## config.mk

```make
export PLATFORM = sky130hd
export DESIGN_NAME = i2c_imu_poll_sequencer_flat
export DESIGN_NICKNAME = d
export VERILOG_FILES = /design/src/sv/iips_pkg.sv /design/src/sv/iips_ifs.sv /design/src/sv/iips_cfg_regs.sv /design/src/sv/i2c_imu_poll_sequencer.sv /design/src/flat_wrapper.sv
export SDC_FILE = /design/constraint.sdc
export NUM_CORES = 1
export LEC_CHECK = 0
export BUFFER_PORTS_ARGS = -buffer_cell sky130_fd_sc_hd__buf_2
export CAP_MARGIN = 20
export CORE_ASPECT_RATIO = 0.5
export CORE_UTILIZATION = 54
export DETAILED_ROUTE_END_ITERATION = 8
export PLACE_DENSITY = 0.76
export SKIP_CTS_REPAIR_TIMING = 1
export SLEW_MARGIN = 15
export SYNTH_ARGS = -nofsm -noshare
export SYNTH_HDL_FRONTEND = slang
export SYNTH_HIERARCHICAL = 1
export SYNTH_SLANG_ARGS = --single-unit
```

## constraint.sdc

```tcl
create_clock -name i_clk -period 4.75 [get_ports i_clk]
set_input_delay 0.7125 -clock i_clk [delete_from_list [all_inputs] [get_ports i_clk]]
set_output_delay 0.7125 -clock i_clk [all_outputs]
set_load 0.02 [all_outputs]
```

## src/sv/iips_pkg.sv

```systemverilog
// package: types, codes and constants of the i2c imu poll sequencer
`timescale 1ns / 1ps
`default_nettype none
package iips_pkg;

    localparam int SETUP_SLOTS_DEF = 4;
    localparam int CMD_SLOTS       = 4;
    localparam int SAMPLE_BYTES    = 6;

    localparam int EVENT_W    = 4;
    localparam int CFG_IDX_W  = 3;
    localparam int CFG_DATA_W = 24;
    localparam int CMD_W      = 24;
    localparam int COUNT_W    = 3;
    localparam int ADDR_W     = 7;
    localparam int SREG_W     = 16;

    // bus status events
    localparam logic [EVENT_W-1:0] EV_START     = 4'd0;
    localparam logic [EVENT_W-1:0] EV_RESTART   = 4'd1;
    localparam logic [EVENT_W-1:0] EV_WR_ADDR   = 4'd2;
    localparam logic [EVENT_W-1:0] EV_RD_ADDR   = 4'd3;
    localparam logic [EVENT_W-1:0] EV_WR_DATA   = 4'd4;
    localparam logic [EVENT_W-1:0] EV_RD_ACK    = 4'd5;
    localparam logic [EVENT_W-1:0] EV_RD_NACK   = 4'd6;
    localparam logic [EVENT_W-1:0] EV_NONE      = 4'd7;

    // configuration register indexes
    localparam logic [CFG_IDX_W-1:0] REG_CMD_A    = 3'd0;
    localparam logic [CFG_IDX_W-1:0] REG_CMD_B    = 3'd1;
    localparam logic [CFG_IDX_W-1:0] REG_CMD_C    = 3'd2;
    localparam logic [CFG_IDX_W-1:0] REG_CMD_D    = 3'd3;
    localparam logic [CFG_IDX_W-1:0] REG_COUNT    = 3'd4;
    localparam logic [CFG_IDX_W-1:0] REG_ACCEL    = 3'd5;
    localparam logic [CFG_IDX_W-1:0] REG_GYRO     = 3'd6;
    localparam logic [CFG_IDX_W-1:0] REG_SAMPLE   = 3'd7;

    // reset values
    localparam logic [CMD_W-1:0]   RST_CMD_A  = 24'h53_31_09;
    localparam logic [CMD_W-1:0]   RST_CMD_B  = 24'h53_2D_08;
    localparam logic [CMD_W-1:0]   RST_CMD_C  = 24'h68_15_09;
    localparam logic [CMD_W-1:0]   RST_CMD_D  = 24'h68_16_1A;
    localparam logic [COUNT_W-1:0] RST_COUNT  = 3'd4;
    localparam logic [ADDR_W-1:0]  RST_ACCEL  = 7'h53;
    localparam logic [ADDR_W-1:0]  RST_GYRO   = 7'h68;
    localparam logic [SREG_W-1:0]  RST_SAMPLE = 16'h32_1D;

    typedef logic [7:0] t_byte;

    typedef struct packed {
        logic [CMD_SLOTS-1:0][CMD_W-1:0] cmd;
        logic [COUNT_W-1:0]              init_count;
        logic [ADDR_W-1:0]               accel_address;
        logic [ADDR_W-1:0]               gyro_address;
        logic [SREG_W-1:0]               sample_registers;
    } t_cfg;

    typedef struct packed {
        logic               tx_load;
        t_byte              tx_byte;
        logic               want_start;
        logic               want_stop;
        logic               ack_next;
        logic signed [15:0] accel_x;
        logic signed [15:0] accel_y;
        logic signed [15:0] accel_z;
        logic signed [15:0] gyro_x;
        logic signed [15:0] gyro_y;
        logic signed [15:0] gyro_z;
        logic               samples_valid;
    } t_result;

endpackage
`default_nettype wire

```

## src/sv/iips_ifs.sv

```systemverilog
// interfaces: bus event channel and result channel
`timescale 1ns / 1ps
`default_nettype none
interface iips_evt_if;
    import iips_pkg::*;
    logic               valid;
    logic               ready;
    logic [EVENT_W-1:0] event_req;
    logic [7:0]         rx_byte;
    modport source (output valid, event_req, rx_byte, input ready);
    modport sink   (input valid, event_req, rx_byte, output ready);
endinterface

interface iips_res_if;
    logic               valid;
    logic               ready;
    logic               tx_load;
    logic [7:0]         tx_byte;
    logic               want_start;
    logic               want_stop;
    logic               ack_next;
    logic signed [15:0] accel_x;
    logic signed [15:0] accel_y;
    logic signed [15:0] accel_z;
    logic signed [15:0] gyro_x;
    logic signed [15:0] gyro_y;
    logic signed [15:0] gyro_z;
    logic               samples_valid;
    modport source (output valid, tx_load, tx_byte, want_start, want_stop, ack_next,
                    accel_x, accel_y, accel_z, gyro_x, gyro_y, gyro_z, samples_valid,
                    input ready);
    modport sink   (input valid, tx_load, tx_byte, want_start, want_stop, ack_next,
                    accel_x, accel_y, accel_z, gyro_x, gyro_y, gyro_z, samples_valid,
                    output ready);
endinterface
`default_nettype wire

```

## src/sv/iips_cfg_regs.sv

```systemverilog
// configuration register file with write decode
`timescale 1ns / 1ps
`default_nettype none
module iips_cfg_regs (
    input  wire logic                            i_clk,
    input  wire logic                            i_rst_n,
    input  wire logic                            i_cfg_we,
    input  wire logic [iips_pkg::CFG_IDX_W-1:0]  i_cfg_idx,
    input  wire logic [iips_pkg::CFG_DATA_W-1:0] i_cfg_data,
    output iips_pkg::t_cfg                       o_cfg
);
    import iips_pkg::*;

    t_cfg r_cfg;
    t_cfg n_cfg;

    always_comb begin
        n_cfg = r_cfg;
        if (i_cfg_we) begin
            case (i_cfg_idx)
                REG_CMD_A:  n_cfg.cmd[0] = i_cfg_data[CMD_W-1:0];
                REG_CMD_B:  n_cfg.cmd[1] = i_cfg_data[CMD_W-1:0];
                REG_CMD_C:  n_cfg.cmd[2] = i_cfg_data[CMD_W-1:0];
                REG_CMD_D:  n_cfg.cmd[3] = i_cfg_data[CMD_W-1:0];
                REG_COUNT:  n_cfg.init_count = i_cfg_data[COUNT_W-1:0];
                REG_ACCEL:  n_cfg.accel_address = i_cfg_data[ADDR_W-1:0];
                REG_GYRO:   n_cfg.gyro_address = i_cfg_data[ADDR_W-1:0];
                REG_SAMPLE: n_cfg.sample_registers = i_cfg_data[SREG_W-1:0];
                default:    n_cfg = r_cfg;
            endcase
        end
    end

    always_ff @(posedge i_clk) begin
        if (!i_rst_n) begin
            r_cfg.cmd[0]            <= RST_CMD_A;
            r_cfg.cmd[1]            <= RST_CMD_B;
            r_cfg.cmd[2]            <= RST_CMD_C;
            r_cfg.cmd[3]            <= RST_CMD_D;
            r_cfg.init_count        <= RST_COUNT;
            r_cfg.accel_address     <= RST_ACCEL;
            r_cfg.gyro_address      <= RST_GYRO;
            r_cfg.sample_registers  <= RST_SAMPLE;
        end else begin
            r_cfg <= n_cfg;
        end
    end

    assign o_cfg = r_cfg;

endmodule
`default_nettype wire

```

## src/sv/i2c_imu_poll_sequencer.sv

```systemverilog
// top level: i2c master sequencer that sets up and polls an accelerometer and a gyroscope
`timescale 1ns / 1ps
`default_nettype none
// One bus status event is taken per beat and answered by one result beat in
// the next cycle, from a result register; a new event is taken in every cycle
// while that register is empty or being read, so the sustained rate is one
// event per clock. The answer carries the byte to load into the shifter and
// the start, stop and acknowledge requests, plus the latest samples as they
// stand after that event. After reset the block sends up to init_count set-up writes
// (address, register pointer, value), then reads six bytes from the accelerometer and
// six from the gyro in turn; samples_valid rises after the first complete read. The user
// must write configuration only while idle; the block does not enforce it.
module i2c_imu_poll_sequencer #(
    parameter int SETUP_SLOTS = iips_pkg::SETUP_SLOTS_DEF
) (
    input  wire logic                            i_clk,
    input  wire logic                            i_rst_n,
    input  wire logic                            i_cfg_we,
    input  wire logic [iips_pkg::CFG_IDX_W-1:0]  i_cfg_idx,
    input  wire logic [iips_pkg::CFG_DATA_W-1:0] i_cfg_data,
    iips_evt_if.sink                             i_evt,
    iips_res_if.source                           o_res
);
    import iips_pkg::*;

    localparam logic [COUNT_W-1:0] SLOT_LIMIT = COUNT_W'(SETUP_SLOTS);
    localparam logic [COUNT_W-1:0] LAST_BYTE  = COUNT_W'(SAMPLE_BYTES - 1);
    localparam logic [COUNT_W-1:0] FULL_READ  = COUNT_W'(SAMPLE_BYTES);

    t_cfg cfg;

    iips_cfg_regs u_cfg_regs (
        .i_clk      (i_clk),
        .i_rst_n    (i_rst_n),
        .i_cfg_we   (i_cfg_we),
        .i_cfg_idx  (i_cfg_idx),
        .i_cfg_data (i_cfg_data),
        .o_cfg      (cfg)
    );

    logic [COUNT_W-1:0] r_setup_index, n_setup_index;
    logic               r_register_sent, n_register_sent;
    logic [COUNT_W-1:0] r_byte_count, n_byte_count;
    logic               r_reading_gyro, n_reading_gyro;
    t_byte              r_stage [SAMPLE_BYTES];
    t_byte              n_stage [SAMPLE_BYTES];
    t_byte              r_accel [SAMPLE_BYTES];
    t_byte              n_accel [SAMPLE_BYTES];
    t_byte              r_gyro  [SAMPLE_BYTES];
    t_byte              n_gyro  [SAMPLE_BYTES];
    logic               r_valid_flag, n_valid_flag;
    logic               r_res_valid, n_res_valid;
    t_result            r_res, n_res;

    logic               accept;
    logic               in_setup;
    logic [COUNT_W-1:0] limit;
    logic [CMD_W-1:0]   cur_cmd;
    logic [ADDR_W-1:0]  sensor_addr;
    logic [COUNT_W-1:0] count_inc;

    assign i_evt.ready = !r_res_valid || o_res.ready;
    assign accept      = i_evt.valid && i_evt.ready;

    assign limit       = (cfg.init_count > SLOT_LIMIT) ? SLOT_LIMIT : cfg.init_count;
    assign in_setup    = (r_setup_index < limit);
    assign cur_cmd     = cfg.cmd[r_setup_index[1:0]];
    assign sensor_addr = r_reading_gyro ? cfg.gyro_address : cfg.accel_address;
    assign count_inc   = r_byte_count + COUNT_W'(1);

    always_comb begin
        n_setup_index   = r_setup_index;
        n_register_sent = r_register_sent;
        n_byte_count    = r_byte_count;
        n_reading_gyro  = r_reading_gyro;
        n_valid_flag    = r_valid_flag;
        n_stage         = r_stage;
        n_accel         = r_accel;
        n_gyro          = r_gyro;
        n_res           = r_res;
        n_res_valid     = r_res_valid && !o_res.ready;

        if (accept) begin
            n_res.tx_load    = 1'b0;
            n_res.tx_byte    = 8'h00;
            n_res.want_start = 1'b0;
            n_res.want_stop  = 1'b0;
            n_res.ack_next   = 1'b0;
            case (i_evt.event_req)
                EV_START: begin
                    n_res.tx_load = 1'b1;
                    n_res.tx_byte = in_setup ? {cur_cmd[22:16], 1'b0} : {sensor_addr, 1'b0};
                end
                EV_RESTART: begin
                    n_res.tx_load  = 1'b1;
                    n_res.tx_byte  = {sensor_addr, 1'b1};
                    n_res.ack_next = 1'b1;
                end
                EV_WR_ADDR: begin
                    n_res.tx_load = 1'b1;
                    if (in_setup) begin
                        n_res.tx_byte   = cur_cmd[15:8];
                        n_register_sent = 1'b0;
                    end else if (r_reading_gyro) begin
                        n_res.tx_byte = cfg.sample_registers[7:0];
                    end else begin
                        n_res.tx_byte = cfg.sample_registers[15:8];
                    end
                end
                EV_RD_ADDR: begin
                    n_res.ack_next = 1'b1;
                end
                EV_WR_DATA: begin
                    if (in_setup) begin
                        if (!r_register_sent) begin
                            n_register_sent = 1'b1;
                            n_res.tx_load   = 1'b1;
                            n_res.tx_byte   = cur_cmd[7:0];
                        end else begin
                            n_res.want_start = 1'b1;
                            n_res.want_stop  = 1'b1;
                            n_setup_index    = r_setup_index + COUNT_W'(1);
                        end
                    end else begin
                        n_res.want_start = 1'b1;
                    end
                end
                EV_RD_ACK, EV_RD_NACK: begin
                    if (r_byte_count < FULL_READ) begin
                        n_stage[r_byte_count] = i_evt.rx_byte;
                    end
                    n_byte_count = count_inc;
                    if (count_inc >= FULL_READ) begin
                        n_byte_count = '0;
                        if (r_reading_gyro) begin
                            n_gyro = n_stage;
                        end else begin
                            n_accel = n_stage;
                        end
                        n_reading_gyro   = !r_reading_gyro;
                        n_valid_flag     = 1'b1;
                        n_res.want_start = 1'b1;
                        n_res.want_stop  = 1'b1;
                    end else begin
                        n_res.ack_next = (count_inc != LAST_BYTE);
                    end
                end
                EV_NONE: begin
                end
                default: begin
                    n_res.want_start = 1'b1;
                    n_res.want_stop  = 1'b1;
                end
            endcase
            // accelerometer little-endian, gyro big-endian
            n_res.accel_x       = {n_accel[1], n_accel[0]};
            n_res.accel_y       = {n_accel[3], n_accel[2]};
            n_res.accel_z       = {n_accel[5], n_accel[4]};
            n_res.gyro_x        = {n_gyro[0], n_gyro[1]};
            n_res.gyro_y        = {n_gyro[2], n_gyro[3]};
            n_res.gyro_z        = {n_gyro[4], n_gyro[5]};
            n_res.samples_valid = n_valid_flag;
            n_res_valid         = 1'b1;
        end
    end

    always_ff @(posedge i_clk) begin
        if (!i_rst_n) begin
            r_setup_index   <= '0;
            r_register_sent <= 1'b0;
            r_byte_count    <= '0;
            r_reading_gyro  <= 1'b0;
            r_valid_flag    <= 1'b0;
            r_res_valid     <= 1'b0;
            for (int i = 0; i < SAMPLE_BYTES; i++) begin
                r_accel[i] <= '0;
                r_gyro[i]  <= '0;
            end
        end else begin
            r_setup_index   <= n_setup_index;
            r_register_sent <= n_register_sent;
            r_byte_count    <= n_byte_count;
            r_reading_gyro  <= n_reading_gyro;
            r_valid_flag    <= n_valid_flag;
            r_res_valid     <= n_res_valid;
            r_accel         <= n_accel;
            r_gyro          <= n_gyro;
        end
    end

    always_ff @(posedge i_clk) begin
        r_stage <= n_stage;
        r_res   <= n_res;
    end

    assign o_res.valid         = r_res_valid;
    assign o_res.tx_load       = r_res.tx_load;
    assign o_res.tx_byte       = r_res.tx_byte;
    assign o_res.want_start    = r_res.want_start;
    assign o_res.want_stop     = r_res.want_stop;
    assign o_res.ack_next      = r_res.ack_next;
    assign o_res.accel_x       = r_res.accel_x;
    assign o_res.accel_y       = r_res.accel_y;
    assign o_res.accel_z       = r_res.accel_z;
    assign o_res.gyro_x        = r_res.gyro_x;
    assign o_res.gyro_y        = r_res.gyro_y;
    assign o_res.gyro_z        = r_res.gyro_z;
    assign o_res.samples_valid = r_res.samples_valid;

    a_byte_count_range: assert property (@(posedge i_clk) disable iff (!i_rst_n)
        r_byte_count < FULL_READ)
        else $error("byte count past end of read");

    a_setup_index_range: assert property (@(posedge i_clk) disable iff (!i_rst_n)
        r_setup_index <= SLOT_LIMIT)
        else $error("set-up index past slot count");

    a_valid_sticky: assert property (@(posedge i_clk) disable iff (!i_rst_n)
        r_valid_flag |=> r_valid_flag)
        else $error("samples valid flag fell");

    a_tx_idle_zero: assert property (@(posedge i_clk) disable iff (!i_rst_n)
        (r_res_valid && !r_res.tx_load) |-> (r_res.tx_byte == 8'h00))
        else $error("tx byte not zero without load");

    a_side_switch: assert property (@(posedge i_clk) disable iff (!i_rst_n)
        (r_reading_gyro != $past(r_reading_gyro)) |-> (r_byte_count == '0))
        else $error("sensor switched mid read");

endmodule
`default_nettype wire
```

## src/flat_wrapper.sv

```systemverilog
// flat-port wrapper written by rule: the top's interface ports become plain ports
module i2c_imu_poll_sequencer_flat import iips_pkg::*;
#(
    parameter int SETUP_SLOTS = iips_pkg::SETUP_SLOTS_DEF
)
  (i_clk, i_rst_n, i_cfg_we, i_cfg_idx, i_cfg_data, i_evt_valid, i_evt_event_req, i_evt_rx_byte, i_evt_ready, o_res_valid, o_res_tx_load, o_res_tx_byte, o_res_want_start, o_res_want_stop, o_res_ack_next, o_res_accel_x, o_res_accel_y, o_res_accel_z, o_res_gyro_x, o_res_gyro_y, o_res_gyro_z, o_res_samples_valid, o_res_ready);
  iips_evt_if i_evt_i ();
  iips_res_if o_res_i ();
  input  wire logic i_clk;
  input  wire logic i_rst_n;
  input  wire logic i_cfg_we;
  input  wire logic [iips_pkg::CFG_IDX_W-1:0] i_cfg_idx;
  input  wire logic [iips_pkg::CFG_DATA_W-1:0] i_cfg_data;
  input wire logic [$bits(i_evt_i.valid)-1:0] i_evt_valid;
  input wire logic [$bits(i_evt_i.event_req)-1:0] i_evt_event_req;
  input wire logic [$bits(i_evt_i.rx_byte)-1:0] i_evt_rx_byte;
  output wire logic [$bits(i_evt_i.ready)-1:0] i_evt_ready;
  output wire logic [$bits(o_res_i.valid)-1:0] o_res_valid;
  output wire logic [$bits(o_res_i.tx_load)-1:0] o_res_tx_load;
  output wire logic [$bits(o_res_i.tx_byte)-1:0] o_res_tx_byte;
  output wire logic [$bits(o_res_i.want_start)-1:0] o_res_want_start;
  output wire logic [$bits(o_res_i.want_stop)-1:0] o_res_want_stop;
  output wire logic [$bits(o_res_i.ack_next)-1:0] o_res_ack_next;
  output wire logic [$bits(o_res_i.accel_x)-1:0] o_res_accel_x;
  output wire logic [$bits(o_res_i.accel_y)-1:0] o_res_accel_y;
  output wire logic [$bits(o_res_i.accel_z)-1:0] o_res_accel_z;
  output wire logic [$bits(o_res_i.gyro_x)-1:0] o_res_gyro_x;
  output wire logic [$bits(o_res_i.gyro_y)-1:0] o_res_gyro_y;
  output wire logic [$bits(o_res_i.gyro_z)-1:0] o_res_gyro_z;
  output wire logic [$bits(o_res_i.samples_valid)-1:0] o_res_samples_valid;
  input wire logic [$bits(o_res_i.ready)-1:0] o_res_ready;
  assign i_evt_i.valid = i_evt_valid;
  assign i_evt_i.event_req = i_evt_event_req;
  assign i_evt_i.rx_byte = i_evt_rx_byte;
  assign i_evt_ready = i_evt_i.ready;
  assign o_res_valid = o_res_i.valid;
  assign o_res_tx_load = o_res_i.tx_load;
  assign o_res_tx_byte = o_res_i.tx_byte;
  assign o_res_want_start = o_res_i.want_start;
  assign o_res_want_stop = o_res_i.want_stop;
  assign o_res_ack_next = o_res_i.ack_next;
  assign o_res_accel_x = o_res_i.accel_x;
  assign o_res_accel_y = o_res_i.accel_y;
  assign o_res_accel_z = o_res_i.accel_z;
  assign o_res_gyro_x = o_res_i.gyro_x;
  assign o_res_gyro_y = o_res_i.gyro_y;
  assign o_res_gyro_z = o_res_i.gyro_z;
  assign o_res_samples_valid = o_res_i.samples_valid;
  assign o_res_i.ready = o_res_ready;
  i2c_imu_poll_sequencer #(.SETUP_SLOTS(SETUP_SLOTS)) u_core (.i_clk(i_clk), .i_rst_n(i_rst_n), .i_cfg_we(i_cfg_we), .i_cfg_idx(i_cfg_idx), .i_cfg_data(i_cfg_data), .i_evt(i_evt_i), .o_res(o_res_i));
endmodule
```

Word-level counts from Yosys, hierarchy flattened
Cells that the tools add are included.

Register bits after elaboration: 392. Bits of input ports: 44. Logic and storage cells: 130.

Add/subtract/negate cells: 2. Magnitude comparators: 7. Equal/unequal tests: 17. Mux-type cells: 34. Bitwise operators: 1. Reduce and logical (&&, ||, !) cells: 25.

Operators with widths (number): $mux 48 (7); $bmux 24 s2 (1); $bwmux 48 (1); $pmux 9 s4 (1); $mux 8 (4); $demux 8 s3 (1); $mux 23 (1); $mux 9 (2); $reduce_and 2->1 (9); $eq 4x3->1 const B (4); $eq 3x3->1 const B (4); $eq 4x2->1 const B (2); $mux 1 (8); $reduce_and 4->1 (2); $mux 7 (1); $add 3x1->3 const B (2); $eq 3x2->1 const B (2); $mux 3 (2); $pmux 2 s3 (1); $reduce_or 5->1 (1); $eq 4x1->1 const B (1); $ge 4x4->1 const B (1); $logic_not 4->1 (1); $lt 4x1->1 const B (1); other kinds (18) (26).

Logic depth before layout (Yosys ltp)
Depth after elaboration: 10. Depth in mapped cells: 10.

Modules after synthesis
Netlist, hierarchy kept.

Modules (own cells, without submodules): i2c_imu_poll_sequencer (instances 1, cells an instance 1095, area each 12090.3 um^2, sequential area each 6836.6 um^2); iips_cfg_regs (instances 1, cells an instance 478, area each 4996.0 um^2, sequential area each 2582.5 um^2).

Worst setup path after synthesis
Ideal clock, no wire load.

Kind: input to register. Start point: in o_res_ready. End point: reg u_core/r_accel[38] in the netlist's numbering. Arrival time: 5.042 ns. Slack: -0.379 ns. Stages on the path: 6. Path through: nand2b_1 -> nand2_1 -> inv_2 -> clkbuf_1 -> a31oi_1 -> nor3_1.

Cells in the longest elaborated chain, start to end: 2.

RTL lines: start, declared (line flat_wrapper.sv:31) `input wire logic [$bits(o_res_i.ready)-1:0] o_res_ready;`; $logic_or 1x1->1 (line i2c_imu_poll_sequencer.sv:62) `assign i_evt.ready = !r_res_valid || o_res.ready;`; $logic_and 1x1->1 (line i2c_imu_poll_sequencer.sv:63) `assign accept = i_evt.valid && i_evt.ready;`; via u_core.accept (line i2c_imu_poll_sequencer.sv:55) `logic accept;`; end signal, assigned (line i2c_imu_poll_sequencer.sv:186) `r_accel <= n_accel;`; end, declared (line i2c_imu_poll_sequencer.sv:47) `t_byte r_accel [SAMPLE_BYTES];`.

The timed path passes the listed nets, and every way through them passes these cells. A chain may end at the register's enable or synchronous reset.

Final worst setup path
Start point: reg u_core.r_byte_count[0]. End point: reg u_core.r_res (netlist bit u_core/o_res.gyro_z[4]) (data pin).

Cells in the longest elaborated chain, start to end: 10. Elaborated cells on any way between the ends: 14. Those cells by class: 1 x add/sub; 4 x order compare; 7 x mux; 1 x bitwise; 1 x reduce/logical.

RTL lines: start, declared (line i2c_imu_poll_sequencer.sv:43) `logic [COUNT_W-1:0] r_byte_count, n_byte_count;`; start signal, assigned (line i2c_imu_poll_sequencer.sv:182) `r_byte_count <= n_byte_count;`; $not 3->4 (implied by the code) (line i2c_imu_poll_sequencer.sv:130) `n_stage[r_byte_count] = i_evt.rx_byte;`; $ge 4x4->1 (implied by the code) or $lt 4x1->1 (tied branches) (line i2c_imu_poll_sequencer.sv:130); $logic_and 1x1->1 (implied by the code) (line i2c_imu_poll_sequencer.sv:130); $mux 8 (implied by the code) (line i2c_imu_poll_sequencer.sv:130); $demux 8 s3 (line i2c_imu_poll_sequencer.sv:130); $bwmux 48 (line i2c_imu_poll_sequencer.sv:130); $mux 48 (line i2c_imu_poll_sequencer.sv:129) `if (r_byte_count < FULL_READ) begin`; $mux 48 (line i2c_imu_poll_sequencer.sv:135) `if (r_reading_gyro) begin`; $mux 48 * (line i2c_imu_poll_sequencer.sv:133) `if (count_inc >= FULL_READ) begin`; $mux 48 * (line i2c_imu_poll_sequencer.sv:89) `case (i_evt.event_req)`; end signal, assigned (line i2c_imu_poll_sequencer.sv:193) `r_res <= n_res;`; end, declared (line i2c_imu_poll_sequencer.sv:53) `t_result r_res, n_res;`.

Every way passes the cells marked *; elsewhere a longest branch is shown, timed or not.

==> flow_summary_export.csv <==
group,metric,value,unit
pwr,p_leak,7.18,nW
placement,dpl_cell_area,0.0178,mm^2
timing,slew_headroom,22.7,%
floorplan,die_h,127,um
grt,grt_pass1_vias,12668,
timing,worstMarginPinSlew,1.16,ns
cells_and_area,seq_area,0.00934,mm^2
detailed_routing,post_drt_wl_per_cell,20.8,um
timing,min_period,3.58,ns
floorplan,die_w,253,um
cts,worstSkewPairLatency,0.53,ns
timing,setup_viol,0,
floorplan,ioPinCount,155,
critical_path,crit_type,"reg2reg",
placement,place_congestion,0.805,
detailed_routing,drtIter0Drc,1163,
run,maxCapViolations,0,
detailed_routing,wl,42800,um
critical_path,r2r-start,"u_core/r_byte_count[0]",
cts,numCtsBuffers,35,
cts,clock_path_buffers,3,
hold_path,min_from,"u_core/u_cfg_regs/o_cfg[121]",
placement,place_ws,1.26,ns
detailed_routing,antenna_left,0,
hold_path,hold_class,"reg2reg",
grt,antenna_found_initial,0,
detailed_routing,drc,0,
grt,grt_util_all_layers,26.2,%
synthesis,synth.net_count,1610,
critical_path,worst-endpoint-arrival,3.82,ns
outcome,status,"completed",
cts,cts_tree,"yes",
synthesis,syn_inst,1560,
critical_path,worst_setup_path_end_kind,"flop",
detailed_routing,via_per_inst,6.20,
critical_path,ff2ff_path_depth,7,
timing,max_freq,279,MHz
grt,grt-ovfl-total,0,
cts,clk_pin_slew,0.07,ns
cells_and_area,n_antenna_cell,0,
placement,dp_cells,2000,
cells_and_area,fin_cells,2061,
cts,cts_root_buffer,"clkbuf_16",
grt,grt_pass1_wl,67300,um
pwr,vdd_drop_max,0.000191,V
timing,drv_slew,0,
hold_path,worstHoldEndpoint,"u_core/u_cfg_regs/o_cfg[121]",
cells_and_area,fillers,2412,
floorplan,coreArea,0.0306,mm^2
hold_path,holdPathStages,2,
detailed_routing,vias,12787,
cells_and_area,fin_nets,1665,
critical_path,worstPathMaxFanout,100,
timing,fin_skew,0.0160,ns
timing,post-route-period-util,75.4,%
floorplan,rows,45,
cells_and_area,final_area,0.0188,mm^2
critical_path,required,4.99,ns
detailed_routing,drt-pass1-iter-count,6,
critical_path,r2r_slack,1.17,ns
critical_path,critPathLaunchType,"flop",
floorplan,dieArea,0.0321,mm^2
placement,dp_hpwl,25500,um
synthesis,syn_area_per_cell,10.9,um^2
pwr,power_density,352,mW/mm^2
cts,htree_levels,2,
cells_and_area,area_delta_synth_final,11.2,%
timing,setup_slack,1.17,ns
placement,portBuffers,153,
grt,grt_max_degree,147,
synthesis,synth_area,0.0169,mm^2
synthesis,synth_warnings,6,
cts,cts.sinks,388,
cells_and_area,multiInputGateArea,0.00671,mm^2
floorplan,start_util,55.4,%
cells_and_area,layout-drive-gt1-share,15.9,%
critical_path,r2r-end,"u_core/o_res.gyro_z[4]",
timing,finalHoldViolCount,0,
timing,rsz0062_at_grt,"false",
timing,fin_tns_setup,0,ns
## power breakdown
group          internal, W  switching, W
clock network      0.00146       0.00120
logic             0.000115      0.000285
registers          0.00353     0.0000297
## state kept, by name, summed over array words and instances (netlist names), 3 cells and up
name / cells
u_core/o_res.accel_x: 16
u_core/o_res.accel_y: 16
u_core/o_res.accel_z: 16
u_core/o_res.gyro_x: 16
u_core/o_res.gyro_y: 16
u_core/o_res.gyro_z: 16
u_core/o_res.tx_byte: 8
u_core/r_accel: 48
u_core/r_byte_count: 3
u_core/r_gyro: 48
u_core/r_setup_index: 3
u_core/r_stage: 48
u_core/u_cfg_regs/o_cfg: 125
## per-stage QoR
stage	total power, W	utilization (%)	hold slack, ns
detailed placement	0.00403	58.2	0.451
global route	0.00684	61.6	0.449
global placement	0.00402	58.2	0.439
floorplan	0.00389	-	0.428
finish	0.00663	61.6	0.459
CTS	0.00666	61.6	0.452
## layer usage
metal / up-vias / GRT usage, % / wire (um) / share of wire [%]
met3: 100 / 3.81 / 2770 / 6.5
met2: 524 / 43.0 / 20600 / 48
met5: - / 0 / 0 / 0
li1: 5869 / - / - / -
met1: 6294 / 35.3 / 18100 / 42
met4: 0 / 10.8 / 1340 / 3.1
## cells in the final DEF, fill, tap and decap left out, types with 2 or more instances in the layout
| cell | n |
|---|---|
| nor4bb_4 | 2 |
| clkbuf_16 | 37 |
| nor2_1 | 6 |
| edfxtp_1 | 157 |
| nor3b_1 | 2 |
| nand2b_1 | 5 |
| inv_2 | 2 |
| buf_4 | 19 |
| mux4_2 | 23 |
| o22ai_1 | 8 |
| nor2b_1 | 71 |
| a31oi_1 | 96 |
| clkbuf_8 | 2 |
| nand2_1 | 108 |
| o21ai_0 | 101 |
| mux2i_1 | 188 |
| o31ai_1 | 2 |
| xnor2_1 | 2 |
| clkbuf_1 | 13 |
| nand3b_1 | 3 |
| inv_1 | 61 |
| nand3_1 | 2 |
| and4b_1 | 2 |
| dfxtp_1 | 230 |
| a211oi_1 | 76 |
| buf_2 | 152 |
| nor3_1 | 50 |
| or3_1 | 11 |
| ha_1 | 6 |
| nor4_1 | 48 |
| nand4b_1 | 4 |
| clkinv_2 | 7 |
| a21o_1 | 2 |
| or4b_1 | 2 |
| nand4_1 | 2 |
| buf_12 | 3 |
| a21oi_1 | 107 |
## area by class of cell
class	count	area share (%)
sequential	388	49.6
multi-input combinational	950	35.6
clock buffer	52	5.32
timing repair buffer	175	5.17
tap	423	2.81
inverter	65	1.33
clock inverter	8	0.226
## worst max path at each step
stage / start / end / slack (ns) / depth (start not counted)
3_5_place_dp: u_core/r_byte_count[0] / u_core/o_res.gyro_z[4] / 1.26 / 7
6_report: u_core/r_byte_count[0] / u_core/o_res.gyro_z[4] / 1.17 / 7
3_3_place_gp: i_evt_event_req[3] / u_core/o_res.gyro_z[1] / 1.35 / 6
4_1_cts: u_core/r_byte_count[0] / u_core/o_res.gyro_z[4] / 1.24 / 7
5_1_grt: u_core/r_byte_count[0] / u_core/o_res.gyro_z[4] / 0.96 / 7
2_1_floorplan: o_res_ready / u_core/r_accel[38] / 1.41 / 6
## critical path: stages (launching register included)
cell	delay, ns
dfxtp_1	0.58
inv_1	0.09
ha_1	0.35
nor2_1	0.11
or4_4	0.91
nor2_4	0.59
buf_4	0.48
a21oi_1	0.13
(Power assumes the default switching activity.)
